**src/rtl/b64_pkg.sv**
```systemverilog
// ----------------------------------------------------------------------------
// b64_pkg
// Shared types, codes and character tables of the base64 codec.
// ----------------------------------------------------------------------------
package b64_pkg;

	// mode register codes
	localparam logic MODE_ENC = 1'b0;
	localparam logic MODE_DEC = 1'b1;

	// padding and terminator character
	localparam logic [7:0] PAD_CHAR = 8'h3D;
	// highest control or space character
	localparam logic [7:0] CTRL_MAX = 8'h20;

	// results of one request, first byte in bytes[0]
	typedef struct packed {
		logic [3:0][7:0] bytes;
		logic [2:0]      cnt;
	} res_grp_t;

	// 6-bit value to alphabet character
	function automatic logic [7:0] enc_char(input logic [5:0] v);
		logic [7:0] c;
		if (v < 6'd26) begin
			c = 8'h41 + {2'b00, v};
		end else if (v < 6'd52) begin
			c = 8'h61 + {2'b00, v} - 8'd26;
		end else if (v < 6'd62) begin
			c = 8'h30 + {2'b00, v} - 8'd52;
		end else if (v == 6'd62) begin
			c = 8'h2B;
		end else begin
			c = 8'h2F;
		end
		return c;
	endfunction

	// alphabet character to {known, 6-bit value}
	function automatic logic [6:0] dec_sextet(input logic [7:0] c);
		logic [7:0] t;
		logic [6:0] r;
		t = 8'h00;
		r = 7'h00;
		if (c >= 8'h41 && c <= 8'h5A) begin
			t = c - 8'h41;
			r = {1'b1, t[5:0]};
		end else if (c >= 8'h61 && c <= 8'h7A) begin
			t = c - 8'h61 + 8'd26;
			r = {1'b1, t[5:0]};
		end else if (c >= 8'h30 && c <= 8'h39) begin
			t = c - 8'h30 + 8'd52;
			r = {1'b1, t[5:0]};
		end else if (c == 8'h2B) begin
			r = {1'b1, 6'd62};
		end else if (c == 8'h2F) begin
			r = {1'b1, 6'd63};
		end
		return r;
	endfunction

endpackage

```
**src/rtl/b64_in_if.sv**
```systemverilog
// ----------------------------------------------------------------------------
// b64_in_if
// Input channel: one byte or character per request, with end-of-message flag.
// ----------------------------------------------------------------------------
interface b64_in_if;
	logic       valid;
	logic       ready;
	logic [7:0] data_in;
	logic       last_in;

	modport source(output valid, data_in, last_in, input ready);
	modport sink(input valid, data_in, last_in, output ready);
endinterface

```
**src/rtl/b64_out_if.sv**
```systemverilog
// ----------------------------------------------------------------------------
// b64_out_if
// Output channel: one character or byte per request, with last-of-run flag.
// ----------------------------------------------------------------------------
interface b64_out_if;
	logic       valid;
	logic       ready;
	logic [7:0] out_byte;
	logic       run_last;

	modport source(output valid, out_byte, run_last, input ready);
	modport sink(input valid, out_byte, run_last, output ready);
endinterface

```
**src/rtl/b64_step.sv**
```systemverilog
// ----------------------------------------------------------------------------
// b64_step
// Combinational group update: folds one element into the open group and
// produces the result group that it completes.
// ----------------------------------------------------------------------------
module b64_step
	import b64_pkg::*;
(
	input  logic        mode,
	input  logic [7:0]  data,
	input  logic        last,
	input  logic [23:0] grp_bits,
	input  logic [1:0]  grp_cnt,
	output logic [23:0] nxt_bits,
	output logic [1:0]  nxt_cnt,
	output res_grp_t    res
);

	logic [1:0]  enc_k;
	logic [23:0] enc_ins;
	logic [1:0]  enc_kn;
	logic [23:0] enc_msk;
	logic        term;
	logic [6:0]  sx;
	logic [23:0] dec_ins;
	logic [2:0]  dec_kn;

	// encode: place byte into the group
	always_comb begin
		enc_k = (grp_cnt == 2'd3) ? 2'd2 : grp_cnt;
		unique case (enc_k)
			2'd0:    enc_ins = {data, grp_bits[15:0]};
			2'd1:    enc_ins = {grp_bits[23:16], data, grp_bits[7:0]};
			default: enc_ins = {grp_bits[23:8], data};
		endcase
		enc_kn = enc_k + 2'd1;
		unique case (enc_kn)
			2'd1:    enc_msk = {enc_ins[23:16], 16'h0000};
			2'd2:    enc_msk = {enc_ins[23:8], 8'h00};
			default: enc_msk = enc_ins;
		endcase
	end

	// decode: classify character and fill its slot
	always_comb begin
		term = (data == PAD_CHAR) || (data <= CTRL_MAX) || data[7];
		sx   = dec_sextet(data);
		dec_ins = grp_bits;
		if (sx[6]) begin
			unique case (grp_cnt)
				2'd0:    dec_ins = {sx[5:0], grp_bits[17:0]};
				2'd1:    dec_ins = {grp_bits[23:18], sx[5:0], grp_bits[11:0]};
				2'd2:    dec_ins = {grp_bits[23:12], sx[5:0], grp_bits[5:0]};
				default: dec_ins = {grp_bits[23:6], sx[5:0]};
			endcase
		end
		dec_kn = {1'b0, grp_cnt} + 3'd1;
	end

	// next state and result group
	always_comb begin
		nxt_bits  = grp_bits;
		nxt_cnt   = grp_cnt;
		res.bytes = '0;
		res.cnt   = 3'd0;
		if (mode == MODE_ENC) begin
			if (enc_kn == 2'd3 || last) begin
				res.bytes[0] = enc_char(enc_msk[23:18]);
				res.bytes[1] = enc_char(enc_msk[17:12]);
				res.bytes[2] = (enc_kn > 2'd1) ? enc_char(enc_msk[11:6]) : PAD_CHAR;
				res.bytes[3] = (enc_kn > 2'd2) ? enc_char(enc_msk[5:0]) : PAD_CHAR;
				res.cnt      = 3'd4;
				nxt_bits     = 24'h000000;
				nxt_cnt      = 2'd0;
			end else begin
				nxt_bits = enc_ins;
				nxt_cnt  = enc_kn;
			end
		end else if (term) begin
			// terminator closes any open group
			res.bytes[0] = grp_bits[23:16];
			res.bytes[1] = grp_bits[15:8];
			res.bytes[2] = grp_bits[7:0];
			nxt_cnt      = 2'd0;
			unique case (grp_cnt)
				2'd0:    res.cnt = 3'd0;
				2'd3:    res.cnt = 3'd2;
				default: res.cnt = 3'd1;
			endcase
		end else begin
			nxt_bits     = dec_ins;
			res.bytes[0] = dec_ins[23:16];
			res.bytes[1] = dec_ins[15:8];
			res.bytes[2] = dec_ins[7:0];
			if (dec_kn == 3'd4 || last) begin
				nxt_cnt = 2'd0;
				unique case (dec_kn)
					3'd4:    res.cnt = 3'd3;
					3'd3:    res.cnt = 3'd2;
					default: res.cnt = 3'd1;
				endcase
			end else begin
				nxt_cnt = dec_kn[1:0];
			end
		end
	end

endmodule

```
**src/rtl/b64_ser.sv**
```systemverilog
// ----------------------------------------------------------------------------
// b64_ser
// Result buffer: holds one result group and sends it out one byte per request.
// ----------------------------------------------------------------------------
module b64_ser
	import b64_pkg::*;
(
	input  logic      clk,
	input  logic      arst_n,
	input  logic      load,
	input  res_grp_t  res,
	output logic      free,
	b64_out_if.source out_ch
);

	logic [3:0][7:0] buf_q;
	logic [2:0]      left_q;
	logic            pop;
	logic            take;

	assign pop  = out_ch.valid && out_ch.ready;
	assign take = load && (res.cnt != 3'd0);
	// empty now, or emptied by this cycle's request
	assign free = (left_q == 3'd0) || (left_q == 3'd1 && out_ch.ready);

	assign out_ch.valid    = (left_q != 3'd0);
	assign out_ch.out_byte = buf_q[0];
	assign out_ch.run_last = (left_q == 3'd1);

	// remaining count
	always_ff @(posedge clk or negedge arst_n) begin
		if (!arst_n) begin
			left_q <= 3'd0;
		end else if (take) begin
			left_q <= res.cnt;
		end else if (pop) begin
			left_q <= left_q - 3'd1;
		end
	end

	// byte shift line
	always_ff @(posedge clk) begin
		if (take) begin
			buf_q <= res.bytes;
		end else if (pop) begin
			buf_q <= {8'h00, buf_q[3:1]};
		end
	end

	a_take_free: assert property (@(posedge clk) disable iff (!arst_n)
		take |-> free)
		else $error("result group loaded into a busy buffer");

	a_left_range: assert property (@(posedge clk) disable iff (!arst_n)
		left_q <= 3'd4)
		else $error("result count out of range");

	a_pop_count: assert property (@(posedge clk) disable iff (!arst_n)
		(pop && !take) |=> (left_q == $past(left_q) - 3'd1))
		else $error("result count did not drop after a request");

	a_take_count: assert property (@(posedge clk) disable iff (!arst_n)
		take |=> (left_q == $past(res.cnt)))
		else $error("result count not loaded");

endmodule

```
**src/rtl/base64_codec.sv**
```systemverilog
// ----------------------------------------------------------------------------
// base64_codec
// Streaming base64 encoder and decoder selected by a mode register.
// ----------------------------------------------------------------------------
// A request is registered in the input stage, then its result group is loaded
// into the result buffer, which offers the first result. Input requests go one
// per cycle while results drain, but one that yields results waits for a free
// buffer; up to four results leave one per cycle while the receiver is ready.
// Reset clears mode (encode), the open group and both pipeline valids.
module base64_codec
	import b64_pkg::*;
(
	input  logic      clk,
	input  logic      arst_n,
	input  logic      cfg_we,
	input  logic      cfg_wdata,
	b64_in_if.sink    in_ch,
	b64_out_if.source out_ch
);

	logic        mode_q;
	logic [23:0] grp_bits_q;
	logic [1:0]  grp_cnt_q;
	logic        vld_s1;
	logic [7:0]  data_s1;
	logic        last_s1;
	logic        free;
	logic        advance;
	logic [23:0] nxt_bits;
	logic [1:0]  nxt_cnt;
	res_grp_t    res;

	// a request with no results need not wait for the result buffer
	assign advance     = vld_s1 && (free || res.cnt == 3'd0);
	assign in_ch.ready = !vld_s1 || advance;

	// mode register
	always_ff @(posedge clk or negedge arst_n) begin
		if (!arst_n) begin
			mode_q <= MODE_ENC;
		end else if (cfg_we) begin
			mode_q <= cfg_wdata;
		end
	end

	// input stage valid
	always_ff @(posedge clk or negedge arst_n) begin
		if (!arst_n) begin
			vld_s1 <= 1'b0;
		end else if (in_ch.ready) begin
			vld_s1 <= in_ch.valid;
		end
	end

	// input stage payload
	always_ff @(posedge clk) begin
		if (in_ch.valid && in_ch.ready) begin
			data_s1 <= in_ch.data_in;
			last_s1 <= in_ch.last_in;
		end
	end

	// open group state
	always_ff @(posedge clk or negedge arst_n) begin
		if (!arst_n) begin
			grp_bits_q <= 24'h000000;
			grp_cnt_q  <= 2'd0;
		end else if (advance) begin
			grp_bits_q <= nxt_bits;
			grp_cnt_q  <= nxt_cnt;
		end
	end

	b64_step u_step (
		.mode     (mode_q),
		.data     (data_s1),
		.last     (last_s1),
		.grp_bits (grp_bits_q),
		.grp_cnt  (grp_cnt_q),
		.nxt_bits (nxt_bits),
		.nxt_cnt  (nxt_cnt),
		.res      (res)
	);

	b64_ser u_ser (
		.clk    (clk),
		.arst_n (arst_n),
		.load   (advance),
		.res    (res),
		.free   (free),
		.out_ch (out_ch)
	);

endmodule

```
**src/flat_wrapper.sv**
```systemverilog
// flat-port wrapper written by rule: the top's interface ports become plain ports
module base64_codec_flat import b64_pkg::*;
  (clk, arst_n, cfg_we, cfg_wdata, in_ch_valid, in_ch_data_in, in_ch_last_in, in_ch_ready, out_ch_valid, out_ch_out_byte, out_ch_run_last, out_ch_ready);
  b64_in_if in_ch_i ();
  b64_out_if out_ch_i ();
  input  logic clk;
  input  logic arst_n;
  input  logic cfg_we;
  input  logic cfg_wdata;
  input wire logic [$bits(in_ch_i.valid)-1:0] in_ch_valid;
  input wire logic [$bits(in_ch_i.data_in)-1:0] in_ch_data_in;
  input wire logic [$bits(in_ch_i.last_in)-1:0] in_ch_last_in;
  output wire logic [$bits(in_ch_i.ready)-1:0] in_ch_ready;
  output wire logic [$bits(out_ch_i.valid)-1:0] out_ch_valid;
  output wire logic [$bits(out_ch_i.out_byte)-1:0] out_ch_out_byte;
  output wire logic [$bits(out_ch_i.run_last)-1:0] out_ch_run_last;
  input wire logic [$bits(out_ch_i.ready)-1:0] out_ch_ready;
  assign in_ch_i.valid = in_ch_valid;
  assign in_ch_i.data_in = in_ch_data_in;
  assign in_ch_i.last_in = in_ch_last_in;
  assign in_ch_ready = in_ch_i.ready;
  assign out_ch_valid = out_ch_i.valid;
  assign out_ch_out_byte = out_ch_i.out_byte;
  assign out_ch_run_last = out_ch_i.run_last;
  assign out_ch_i.ready = out_ch_ready;
  base64_codec u_core (.clk(clk), .arst_n(arst_n), .cfg_we(cfg_we), .cfg_wdata(cfg_wdata), .in_ch(in_ch_i), .out_ch(out_ch_i));
endmodule
```
**config.mk**
```make
export PLATFORM = sky130hd
export DESIGN_NAME = base64_codec_flat
export DESIGN_NICKNAME = d
export VERILOG_FILES = /design/src/rtl/b64_pkg.sv /design/src/rtl/b64_in_if.sv /design/src/rtl/b64_out_if.sv /design/src/rtl/b64_step.sv /design/src/rtl/b64_ser.sv /design/src/rtl/base64_codec.sv /design/src/flat_wrapper.sv
export SDC_FILE = /design/constraint.sdc
export NUM_CORES = 1
export LEC_CHECK = 0
export ABC_CLOCK_PERIOD_IN_PS = 4800
export BUFFER_PORTS_ARGS = -buffer_cell sky130_fd_sc_hd__buf_2
export CORE_MARGIN = 3
export CORE_UTILIZATION = 45
export CTS_BUF_LIST = sky130_fd_sc_hd__clkbuf_16
export CTS_CLUSTER_DIAMETER = 100
export DETAILED_ROUTE_END_ITERATION = 8
export SLEW_MARGIN = 20
export SYNTH_ARGS = -nofsm -noshare
export SYNTH_HDL_FRONTEND = slang
export SYNTH_HIERARCHICAL = 1
export SYNTH_SLANG_ARGS = --single-unit
```
**constraint.sdc**
```tcl
create_clock -name clk -period 4.8 [get_ports clk]
set_input_delay 0.48 -clock clk [delete_from_list [all_inputs] [get_ports clk]]
set_output_delay 0.48 -clock clk [all_outputs]
set_load 0.02 [all_outputs]
```
==> impl_metrics.json, run 1 <==
{
  "nNetsFinal": 783,
  "synthFlopType": "edfxtp_1",
  "ctsHoldBuffers": 0,
  "slew_violations": 0,
  "grt.overflow.total": 0,
  "path_cells": "inv_1 -> ha_1 -> buf_4 -> nor2_2 -> mux2i_1 -> nor2_1 -> inv_1 -> ha_1 -> nor4_2 -> buf_4 -> a21boi_0 -> a31oi_1 -> o22ai_1 -> a21oi_1 -> and2_4",
  "initial_core_util_pct": 47.23,
  "holdWs_ps": 219.2,
  "crit_type": "reg -> reg",
  "dieWidth_um": 125.3,
  "fin_skew_ps": 6.255,
  "vias_per_cell": 6.334,
  "cts_tree": "built",
  "path_depth": 15,
  "synth_fp_nets": 778,
  "syn_inst": 724,
  "max_slew.worst_pin.slew_ps": 925.5,
  "path_buf_inv": 4,
  "wirelength_met1_um": 8148,
  "ys_async_sr_fraction_pct": 43.06,
  "antenna_cells": 0,
  "crit-reg2reg-launch": "u_core/grp_cnt_q[1]$_DFFE_PN0P_",
  "grt.total_usage_pct": 23.89,
  "yosysSeqAreaShare_pct": 31.34,
  "final_layout_size_suffix_gt1_share_pct": 16.35,
  "portBuffers": 25,
  "status": "finished clean",
  "arrival_ps": 4460,
  "via_count": 5764,
  "period_needed_ps": 4354,
  "p_leak_nw": 2.849,
  "p_comb_share_pct": 55.6,
  "route.met3.wl_um": 1321,
  "vdd_drop_max_v": 0.0002976,
  "wl_per_cell_um": 20.61,
  "ant_nets": 0,
  "tns_ps": 0,
  "yosysMostFrequentCell": "nand2_1",
  "post_cts_buffers": 0,
  "timing.final.crit_share_pct": 90.71,
  "place.gp.congestion": 0.9047,
  "critical_path_required_ps": 4900,
  "power_frac_clock_pct": 16.4,
  "clkSlewWorstSetupHoldPaths_ps": 60,
  "cts_htree_levels": 3,
  "setup_violations": 0,
  "dp_hpwl_um": 13710,
  "yosysWarnings": 6,
  "r2r_slack_ps": 450,
  "slowest_delay_ps": 520,
  "coreArea_um2": 13560,
  "die_h_um": 125.3,
  "netlist_top_cells_count": "nand2_1 (113), o21ai_0 (48), nor2_1 (43)",
  "wl_um": 18760,
  "worstSetupEndpointType": "flop",
  "cpMaxStageDelayCell": "dfrtp_1",
  "pwr-share-seq_pct": 28.0,
  "cts-resized-gates": 0,
  "max_cap_viol_count": 0,
  "grt_max_degree": 36,
  "drt-initial-drc-count": 709,
  "endpoint": "u_core/u_ser/buf_q[26]$_SDFFCE_PN0P_",
  "dr_wl_met2_um": 8759,
  "synth_edf_count": 41,
  "fmax_mhz": 229.7,
  "drt_pass1_iterations": 7,
  "area_growth_syn_to_layout_pct": 7.229,
  "cp_top_family": "simple AND/OR/NAND/NOR gates",
  "yosys.area.top_type_share_pct": 19.23,
  "hold_violations": 0,
  "p_int_w": 0.002204,
  "synth_top_cells_by_area": "edfxtp_1 (19%), dfrtp_1 (12%), ha_1 (7.6%)",
  "root_buffer": "clkbuf_16",
  "synth_cell_types": 83,
  "ios": 26,
  "relSlewSlack_pct": 38.30,
  "avgSynthCellArea_um2": 8.845,
  "synth_area_um2": 6404,
  "cellPowerDensity_nw_per_um2": 597.0,
  "rsz0062_at_grt": "no",
  "startpoint_type": "flop",
  "clkLatencyLatePin_ps": 350,
  "grt_pass1_vias": 5595,
  "hold_path.class": "in -> async",
  "synth_top_area_cell": "edfxtp_1",
  "utilization_pct": 50.65,
  "maxUsedRoutingLayer": "met4",
  "clock_path_buffers": 2,
  "synth_seq_cells": 72,
  "antenna_found_initial": 0,
  "die_area_um2": 15700,
  "cts_sinks": 72,
  "rr_worst_depth": 15,
  "fp-row-count": 42,
  "cts_buffers": 9,
  "drcViolationCount": 0,
  "grt_pass1_wl_um": 30220,
  "worstSetupStartpoint": "u_core/grp_cnt_q[1]$_DFFE_PN0P_",
  "swShare_pct": 46.24,
  "rr_endpoint": "u_core/u_ser/buf_q[26]$_SDFFCE_PN0P_",
  "total_power_w": 0.004099,
  "p_sw_w": 0.001895,
  "critPathMaxFanout": 11
}
-- per-stage QoR --
step                setup slack [ps]  std cells  cell area [µm²]
floorplan                      829.3        724             6404
global placement               587.8        894             6575
detailed placement             529.6        894             6575
CTS                            490.6        910             6867
global route                   113.4        910             6867
finish                         445.7        910             6867
-- registers in the layout (all words and copies together) (netlist names) --
signal and flops:
u_core/data_s1 8, u_core/u_ser/out_ch.out_byte 8, u_core/u_ser/buf_q 24, u_core/grp_bits_q 24, u_core/last_s1 1, u_core/mode_q 1
u_core/u_ser/left_q 3, u_core/vld_s1 1, u_core/grp_cnt_q 2
-- per-layer routing --
metal | vias to the layer above | global-route usage (%)
met5 | - | 0
met4 | 0 | 8.099
met3 | 36 | 4.307
met2 | 263 | 39.42
met1 | 2780 | 31.75
li1 | 2685 | -
-- layout make-up --
cell class | count | area, µm²
multi-input combinational | 568 | 3960
fill | 1313 | 6691
clock buffer | 9 | 225.2
sequential | 72 | 2007
tap | 176 | 220.2
timing repair buffer | 42 | 252.7
clock inverter | 7 | 66.31
inverter | 36 | 135.1
-- how the worst min path moves through the flow --
stage,start,end,slack [ps],depth (start not counted)
finish,arst_n,u_core/grp_bits_q[19]$_DFFE_PN0P_,220,1
global route,arst_n,u_core/grp_bits_q[22]$_DFFE_PN0P_,280,1
CTS,arst_n,u_core/grp_bits_q[19]$_DFFE_PN0P_,250,1
detailed placement,u_core/u_ser/buf_q[24]$_SDFFCE_PN0P_,u_core/u_ser/buf_q[16]$_DFFE_PP_,510,2
global placement,u_core/u_ser/buf_q[13]$_DFFE_PP_,u_core/u_ser/out_ch.out_byte[5]$_DFFE_PP_,500,2
floorplan,arst_n,u_core/grp_bits_q[0]$_DFFE_PN0P_,180,0
-- cell usage in the layout (no fill, tap or decap), types with 6 or more instances in the layout --
| cell | synthesis | final |
|---|---|---|
| ha_1 | 39 | 39 |
| o21ai_1 | 6 | 7 |
| edfxtp_1 | 41 | 41 |
| clkbuf_16 | 0 | 9 |
| and3_1 | 6 | 6 |
| nand3_1 | 9 | 9 |
| and2_1 | 6 | 6 |
| or3_1 | 9 | 9 |
| nor3_1 | 14 | 14 |
| nor2b_1 | 7 | 7 |
| dfrtp_1 | 31 | 31 |
| mux2_4 | 19 | 19 |
| nor2_1 | 43 | 43 |
| nand2_1 | 113 | 113 |
| a21oi_1 | 30 | 30 |
| a32o_1 | 6 | 6 |
| xnor2_1 | 9 | 9 |
| mux2i_1 | 10 | 10 |
| o211ai_1 | 9 | 9 |
| a31oi_1 | 10 | 10 |
| o31ai_1 | 6 | 6 |
| mux2_2 | 11 | 11 |
| inv_1 | 36 | 38 |
| buf_2 | 10 | 25 |
| a22oi_1 | 35 | 35 |
| o21ai_0 | 48 | 47 |
| a211oi_1 | 9 | 9 |
| buf_4 | 14 | 17 |
-- kinds of logic after synthesis --
| family | Yosys count | synth area share, % |
|---|---|---|
| DFF | 72 | 31.34 |
| buffers and inverters | 84 | 6.819 |
| xor gates and xnor gates | 12 | 1.641 |
| adders and majority gates | 39 | 7.620 |
| AOI/OAI and AO/OA | 234 | 26.55 |
| and+or+nand+nor | 243 | 18.07 |
| muxes | 40 | 7.952 |
-- power groups by stage --
stage | logic (W) | clock network (W) | registers [W]
final | 0.00228 | 0.000672 | 0.00115
after global placement | 0.00221 | 0 | 0.00115
after floorplan | 0.00179 | 0 | 0.00108
after detailed placement | 0.00223 | 0 | 0.00116
after CTS | 0.00224 | 0.000683 | 0.00115
after global routing | 0.00249 | 0.000708 | 0.00118
No activity file was read; power rests on OpenSTA's default activity.
==> run 2: changes to the inputs <==
Settings changed: CORE_UTILIZATION 45 to 61, PLACE_DENSITY from default to 0.79.
==> run 2 against run 1 <==
  * Core utilization up 18 points
  * Die area fell by 25%
  * Flip-flop and latch count unchanged
  * Sequential power barely moved
  * Cell count is 4.5% lower
  * Wire length down 5.3%
  * Worst setup slack gained 120 ps
  * Clock power is 2% lower
  * Sequential share of layout area is 0.15 points higher
  * Combinational power about the same
  * Clock skew decreased by 1.9 ps
  * Fmax rose by 2.7%
  * Critical path type unchanged
  * Critical endpoint is now u_core/u_ser/buf_q[18]$_DFFE_PP_
==> impl_metrics.json, run 2 (synthesis gave the netlist of run 1 again) <==
{
  "status": "finished clean",
  "cts_sinks": 72,
  "hold_violations": 0,
  "period_needed_ps": 4239,
  "dp_slack_ps": 670.0,
  "antenna_cells": 0,
  "grt.total_usage_pct": 31.46,
  "p_int_w": 0.002206,
  "final_common_cell": "nand2_1",
  "ant_nets": 0,
  "hold_path.class": "in -> async",
  "startpoint_type": "flop",
  "cts_buffers": 9,
  "via_count": 5853,
  "grt.overflow.total": 0,
  "slew_violations": 0,
  "timing.final.crit_share_pct": 88.31,
  "vdd_drop_max_v": 0.0003461,
  "cellPowerDensity_nw_per_um2": 596.8,
  "critPathMaxFanout": 14,
  "grt_pass1_wl_um": 28680,
  "wl_um": 17770,
  "top_regs": "u_core/grp_bits_q: 24 flops, u_core/u_ser/buf_q: 24 flops",
  "max_slew.worst_pin.slew_ps": 924.2,
  "area_growth_syn_to_layout_pct": 6.682,
  "cts_tree": "built",
  "final_layout_size_suffix_gt1_share_pct": 16.71,
  "cp_top_family": "simple AND/OR/NAND/NOR gates",
  "initial_core_util_pct": 64.04,
  "power_frac_clock_pct": 16.1,
  "cts_htree_levels": 3,
  "path_cells": "inv_1 -> ha_1 -> nand2b_1 -> a22oi_1 -> nor2_1 -> inv_1 -> ha_1 -> nor4_1 -> buf_4 -> nand3_1 -> or3_1 -> a31oi_1 -> o211ai_1 -> nand2_1 -> nand2_1",
  "arrival_ps": 4340,
  "root_buffer": "clkbuf_16",
  "post_cts_buffers": 0,
  "path_buf_inv": 3,
  "antenna_found_initial": 0,
  "pwr-share-seq_pct": 27.7,
  "clkSlewWorstSetupHoldPaths_ps": 60,
  "clock_path_buffers": 2,
  "worst_slack_ps": 561.1,
  "tns_ps": 0,
  "setup_violations": 0,
  "slowest_delay_ps": 500,
  "p_sw_w": 0.001871,
  "place.gp.congestion": 1.002,
  "nNetsFinal": 786,
  "ctsHoldBuffers": 0,
  "p_comb_share_pct": 56.2,
  "layout_common_cells": "nand2_1 (113), o21ai_0 (47), nor2_1 (43), edfxtp_1 (41), ha_1 (39)",
  "relSlewSlack_pct": 38.39,
  "fp-row-count": 36,
  "ios": 26,
  "cpMaxStageDelayCell": "ha_1",
  "holdWs_ps": 212.9,
  "drt-initial-drc-count": 580,
  "critical_path_required_ps": 4900,
  "drt_pass1_iterations": 7,
  "swShare_pct": 45.88,
  "die_h_um": 108.5,
  "rsz0062_at_grt": "no",
  "die_area_um2": 11760,
  "grt_pass1_vias": 5591,
  "clkLatencyLatePin_ps": 340,
  "fin_skew_ps": 4.314,
  "fmax_mhz": 235.9,
  "worstSetupEndpointType": "flop",
  "coreArea_um2": 10000,
  "drcViolationCount": 0,
  "dieWidth_um": 108.5,
  "crit_type": "reg -> reg",
  "dp_hpwl_um": 12870,
  "grt_max_degree": 35,
  "vias_per_cell": 6.735,
  "portBuffers": 25,
  "p_leak_nw": 2.859,
  "wl_per_cell_um": 20.45,
  "cts-resized-gates": 0,
  "max_cap_viol_count": 0
}
-- run 2: layout make-up --
class	instances	area, µm²
clock inverter	6	62.56
multi-input combinational	568	3960
inverter	36	135.1
sequential	72	2007
fill	833	3168
clock buffer	9	225.2
tap	133	166.4
timing repair buffer	45	275.3
-- run 2: per-stage QoR --
stage | power (W) | utilization (%) | cells | area [µm²]
final | 0.004077 | 68.32 | 869 | 6832
after global routing | 0.004324 | 68.32 | 869 | 6832
after floorplan | 0.002873 | - | 724 | 6404
after global placement | 0.003296 | 65.44 | 854 | 6544
after CTS | 0.004033 | 68.32 | 869 | 6832
after detailed placement | 0.003353 | 65.44 | 854 | 6544
-- run 2: per-layer routing --
layer	global-route usage (%)	vias up	part of all wire, %
li1	-	2690	-
met1	40.16	2737	41
met2	49.47	351	45
met3	7.642	75	8.8
met4	16.32	0	4.9
met5	0	-	0
-- run 2: power groups by stage --
stage          clock network, W  logic (W)  registers, W
2_1_floorplan                 0    0.00179       0.00108
6_report               0.000657    0.00229       0.00113
3_3_place_gp                  0    0.00217       0.00112
4_1_cts                0.000670    0.00224       0.00113
5_1_grt                0.000694    0.00248       0.00115
3_5_place_dp                  0    0.00222       0.00114
-- run 2: final timing paths --
path	from	end	slack, ps	cells past startpoint
setup / recovery	u_core/grp_cnt_q[1]$_DFFE_PN0P_	u_core/u_ser/buf_q[18]$_DFFE_PP_	560	15
setup reg to reg	u_core/grp_cnt_q[1]$_DFFE_PN0P_	u_core/u_ser/buf_q[18]$_DFFE_PP_	560	15
max in group asynchronous	arst_n	u_core/vld_s1$_DFFE_PN0P_	4080	1
min in group clk	in_ch_data_in[6]	u_core/data_s1[6]$_DFFE_PP_	310	1
hold / removal	arst_n	u_core/grp_bits_q[12]$_DFFE_PN0P_	210	1
hold reg to reg	u_core/u_ser/buf_q[23]$_DFFE_PP_	u_core/u_ser/buf_q[15]$_DFFE_PP_	520	2
-- run 2: worst reg2reg max path, stage by stage, from the launching register on --
cell and delay, ps:
dfrtp_1 490, inv_1 180, ha_1 500, nand2b_1 410
a22oi_1 170, nor2_1 390, inv_1 90, ha_1 250
nor4_1 410, buf_4 220, nand3_1 90, or3_1 320
a31oi_1 190, o211ai_1 130, nand2_1 100, nand2_1 50
==> run 3: changes to the inputs <==
Settings changed: SYNTH_HIERARCHICAL 1 to default.
==> run 3 against run 2 <==
  * Sequential power increased by 12%
  * Sequential share of layout area decreased by 0.79 points
  * Critical path depth decreased by 1
  * Non-clock buffer count increased by 2
  * Synthesized area increased by 1.9%
  * Cell count increased by 3.7%
  * Largest power group unchanged
==> impl_metrics.json, run 3 <==
{
  "status": "finished clean",
  "vias_per_cell": 7.334,
  "power_frac_clock_pct": 14.0,
  "total_power_w": 0.005598,
  "critPathMaxFanout": 19,
  "synthFlopType": "edfxtp_1",
  "grt.overflow.total": 0,
  "max_cap_viol_count": 0,
  "synth_fp_nets": 813,
  "grt.total_usage_pct": 36.12,
  "synth_top_area_cell": "edfxtp_1",
  "p_comb_share_pct": 63.5,
  "top_regs": "u_core.grp_bits_q: 24 flops, u_core.u_ser.buf_q: 24 flops",
  "yosysWarnings": 0,
  "rsz0062_at_grt": "no",
  "synth_edf_count": 41,
  "final_layout_size_suffix_gt1_share_pct": 12.03,
  "swShare_pct": 50.77,
  "regArea_um2": 2007,
  "ant_nets": 0,
  "relSlewSlack_pct": 19.79,
  "max_slew.worst_pin.slew_ps": 1195,
  "place.gp.congestion": 0.9798,
  "arrival_ps": 4350,
  "synth_seq_cells": 72,
  "cellPowerDensity_nw_per_um2": 797.4,
  "clock_path_buffers": 2,
  "final_common_cell": "nor2_1",
  "cts_buffers": 9,
  "via_count": 6608,
  "clkLatencyLatePin_ps": 350,
  "root_buffer": "clkbuf_16",
  "slowest_delay_ps": 590,
  "path_buf_inv": 3,
  "synth_cell_types": 93,
  "cts_sinks": 72,
  "yosysMostFrequentCell": "nor2_1",
  "drt-initial-drc-count": 1079,
  "synth_top_cells_by_area": "edfxtp_1 (19%), dfrtp_1 (12%), ha_1 (7.5%)",
  "area_growth_syn_to_layout_pct": 7.614,
  "cts_htree_levels": 3,
  "holdWs_ps": 205.6,
  "post_cts_buffers": 0,
  "fmax_mhz": 234.7,
  "initial_core_util_pct": 62.91,
  "drcViolationCount": 0,
  "period_needed_ps": 4260,
  "portBuffers": 25,
  "ctsHoldBuffers": 0,
  "p_leak_nw": 2.749,
  "crit_type": "reg -> reg",
  "fp-row-count": 37,
  "coreArea_um2": 10370,
  "drt_pass1_iterations": 6,
  "netlist_top_cells_count": "nor2_1 (79), a21oi_1 (55), nand2_1 (53)",
  "clkSlewWorstSetupHoldPaths_ps": 60,
  "utilization_pct": 67.70,
  "critical_path_required_ps": 4890,
  "fill_cells": 844,
  "pwr-share-seq_pct": 22.5,
  "path_cells": "inv_1 -> ha_1 -> buf_4 -> nand2b_1 -> a22o_1 -> inv_1 -> ha_1 -> and3_1 -> a311o_1 -> a21oi_1 -> nor2_1 -> nand3_1 -> a31oi_1 -> a221o_1",
  "avgSynthCellArea_um2": 8.595,
  "slew_violations": 0,
  "wl_per_cell_um": 23.41,
  "layout_common_cells": "nor2_1 (79), a21oi_1 (55), nand2_1 (53), edfxtp_1 (41), o21ai_0 (40)",
  "synth_area_um2": 6524,
  "antenna_cells": 0,
  "vdd_drop_max_v": 0.0004449,
  "hold_violations": 0,
  "grt_pass1_wl_um": 33240,
  "p_int_w": 0.002756,
  "nNetsFinal": 814,
  "die_h_um": 109.4,
  "worstSetupEndpointType": "flop",
  "tns_ps": 0,
  "cts-resized-gates": 0,
  "timing.final.crit_share_pct": 88.75,
  "ys_async_sr_fraction_pct": 43.06,
  "syn_inst": 759,
  "grt_max_degree": 32,
  "dp_hpwl_um": 15060,
  "wl_um": 21100,
  "cpMaxStageDelayCell": "a21oi_1",
  "setup_violations": 0,
  "startpoint_type": "flop",
  "antenna_found_initial": 1,
  "yosys.area.top_type_share_pct": 18.87,
  "die_area_um2": 11970,
  "dieWidth_um": 109.4,
  "cts_tree": "built",
  "grt_pass1_vias": 6177,
  "multi_input_area_um2": 4094,
  "p_sw_w": 0.002842,
  "yosysSeqAreaShare_pct": 30.76,
  "hold_path.class": "in -> async",
  "ios": 26,
  "cp_top_family": "compound AO/OA/AOI/OAI gates",
  "fin_skew_ps": 8.670
}
run 3: cell types whose count changed in the layout (fill, tap and decap cells not counted), moves of 13 or more:
cell	before	now
mux2_4	19	0
nor2_1	43	79
a22o_1	5	21
nand2_1	113	53
a21oi_1	30	55
a31oi_1	10	23
run 3: final cells by class:
| cell class | instances | share of cell area (%) |
|---|---|---|
| tap | 136 | 2.424 |
| clock inverter | 7 | 1.568 |
| timing repair buffer | 47 | 4.135 |
| inverter | 33 | 1.764 |
| multi-input combinational | 597 | 58.31 |
| clock buffer | 9 | 3.208 |
| sequential | 72 | 28.59 |
run 3: path summary, 6_finish.rpt:
path                       slack, ps                               start  cells after the start                                         to
setup / recovery                 540     u_core.grp_cnt_q[1]$_DFFE_PN0P_                     14  u_core.u_ser.out_ch.out_byte[5]$_DFFE_PP_
hold / removal                   210                              arst_n                      1                  u_core.vld_s1$_DFFE_PN0N_
setup reg to reg                 540     u_core.grp_cnt_q[1]$_DFFE_PN0P_                     14  u_core.u_ser.out_ch.out_byte[5]$_DFFE_PP_
hold reg to reg                  510  u_core.u_ser.left_q[1]$_DFFE_PN0P_                      1         u_core.u_ser.left_q[1]$_DFFE_PN0P_
max in group asynchronous       4090                              arst_n                      1           u_core.grp_bits_q[2]$_DFFE_PN0P_
min in group clk                 310                    in_ch_data_in[4]                      1                u_core.data_s1[4]$_DFFE_PP_
run 3: cells by family after synthesis:
| logic type | synth area share, % |
|---|---|
| multiplexers | 1.745 |
| AO/OA/AOI/OAI | 32.89 |
| flip-flops | 30.76 |
| AND/OR/NAND/NOR | 18.89 |
| adder cells (fa/ha/maj) | 7.480 |
| XOR/XNOR | 1.745 |
| buffers and inverters | 6.482 |
run 3: routing by layer:
metal	share of wire (%)	track usage, %	vias up
li1	-	-	2912
met1	39	48.58	3121
met2	45	54.49	502
met3	13	9.278	73
met4	3.6	16.74	0
met5	0	0	-
run 3: power groups by stage:
stage               Combinational, W  Clock, W  Sequential [W]
floorplan                    0.00260         0         0.00118
global placement             0.00336         0         0.00124
detailed placement           0.00341         0         0.00126
CTS                          0.00344  0.000777         0.00125
global route                 0.00382  0.000808         0.00128
finish                       0.00355  0.000782         0.00126
run 3: metrics by stage:
| step | setup WS [ps] | cells | area (µm²) |
|---|---|---|---|
| floorplan | 741.9 | 759 | 6524 |
| global placement | 886.1 | 885 | 6685 |
| detailed placement | 693.6 | 885 | 6685 |
| CTS | 619.1 | 901 | 7020 |
| global route | 316.0 | 901 | 7020 |
| finish | 540.1 | 901 | 7020 |
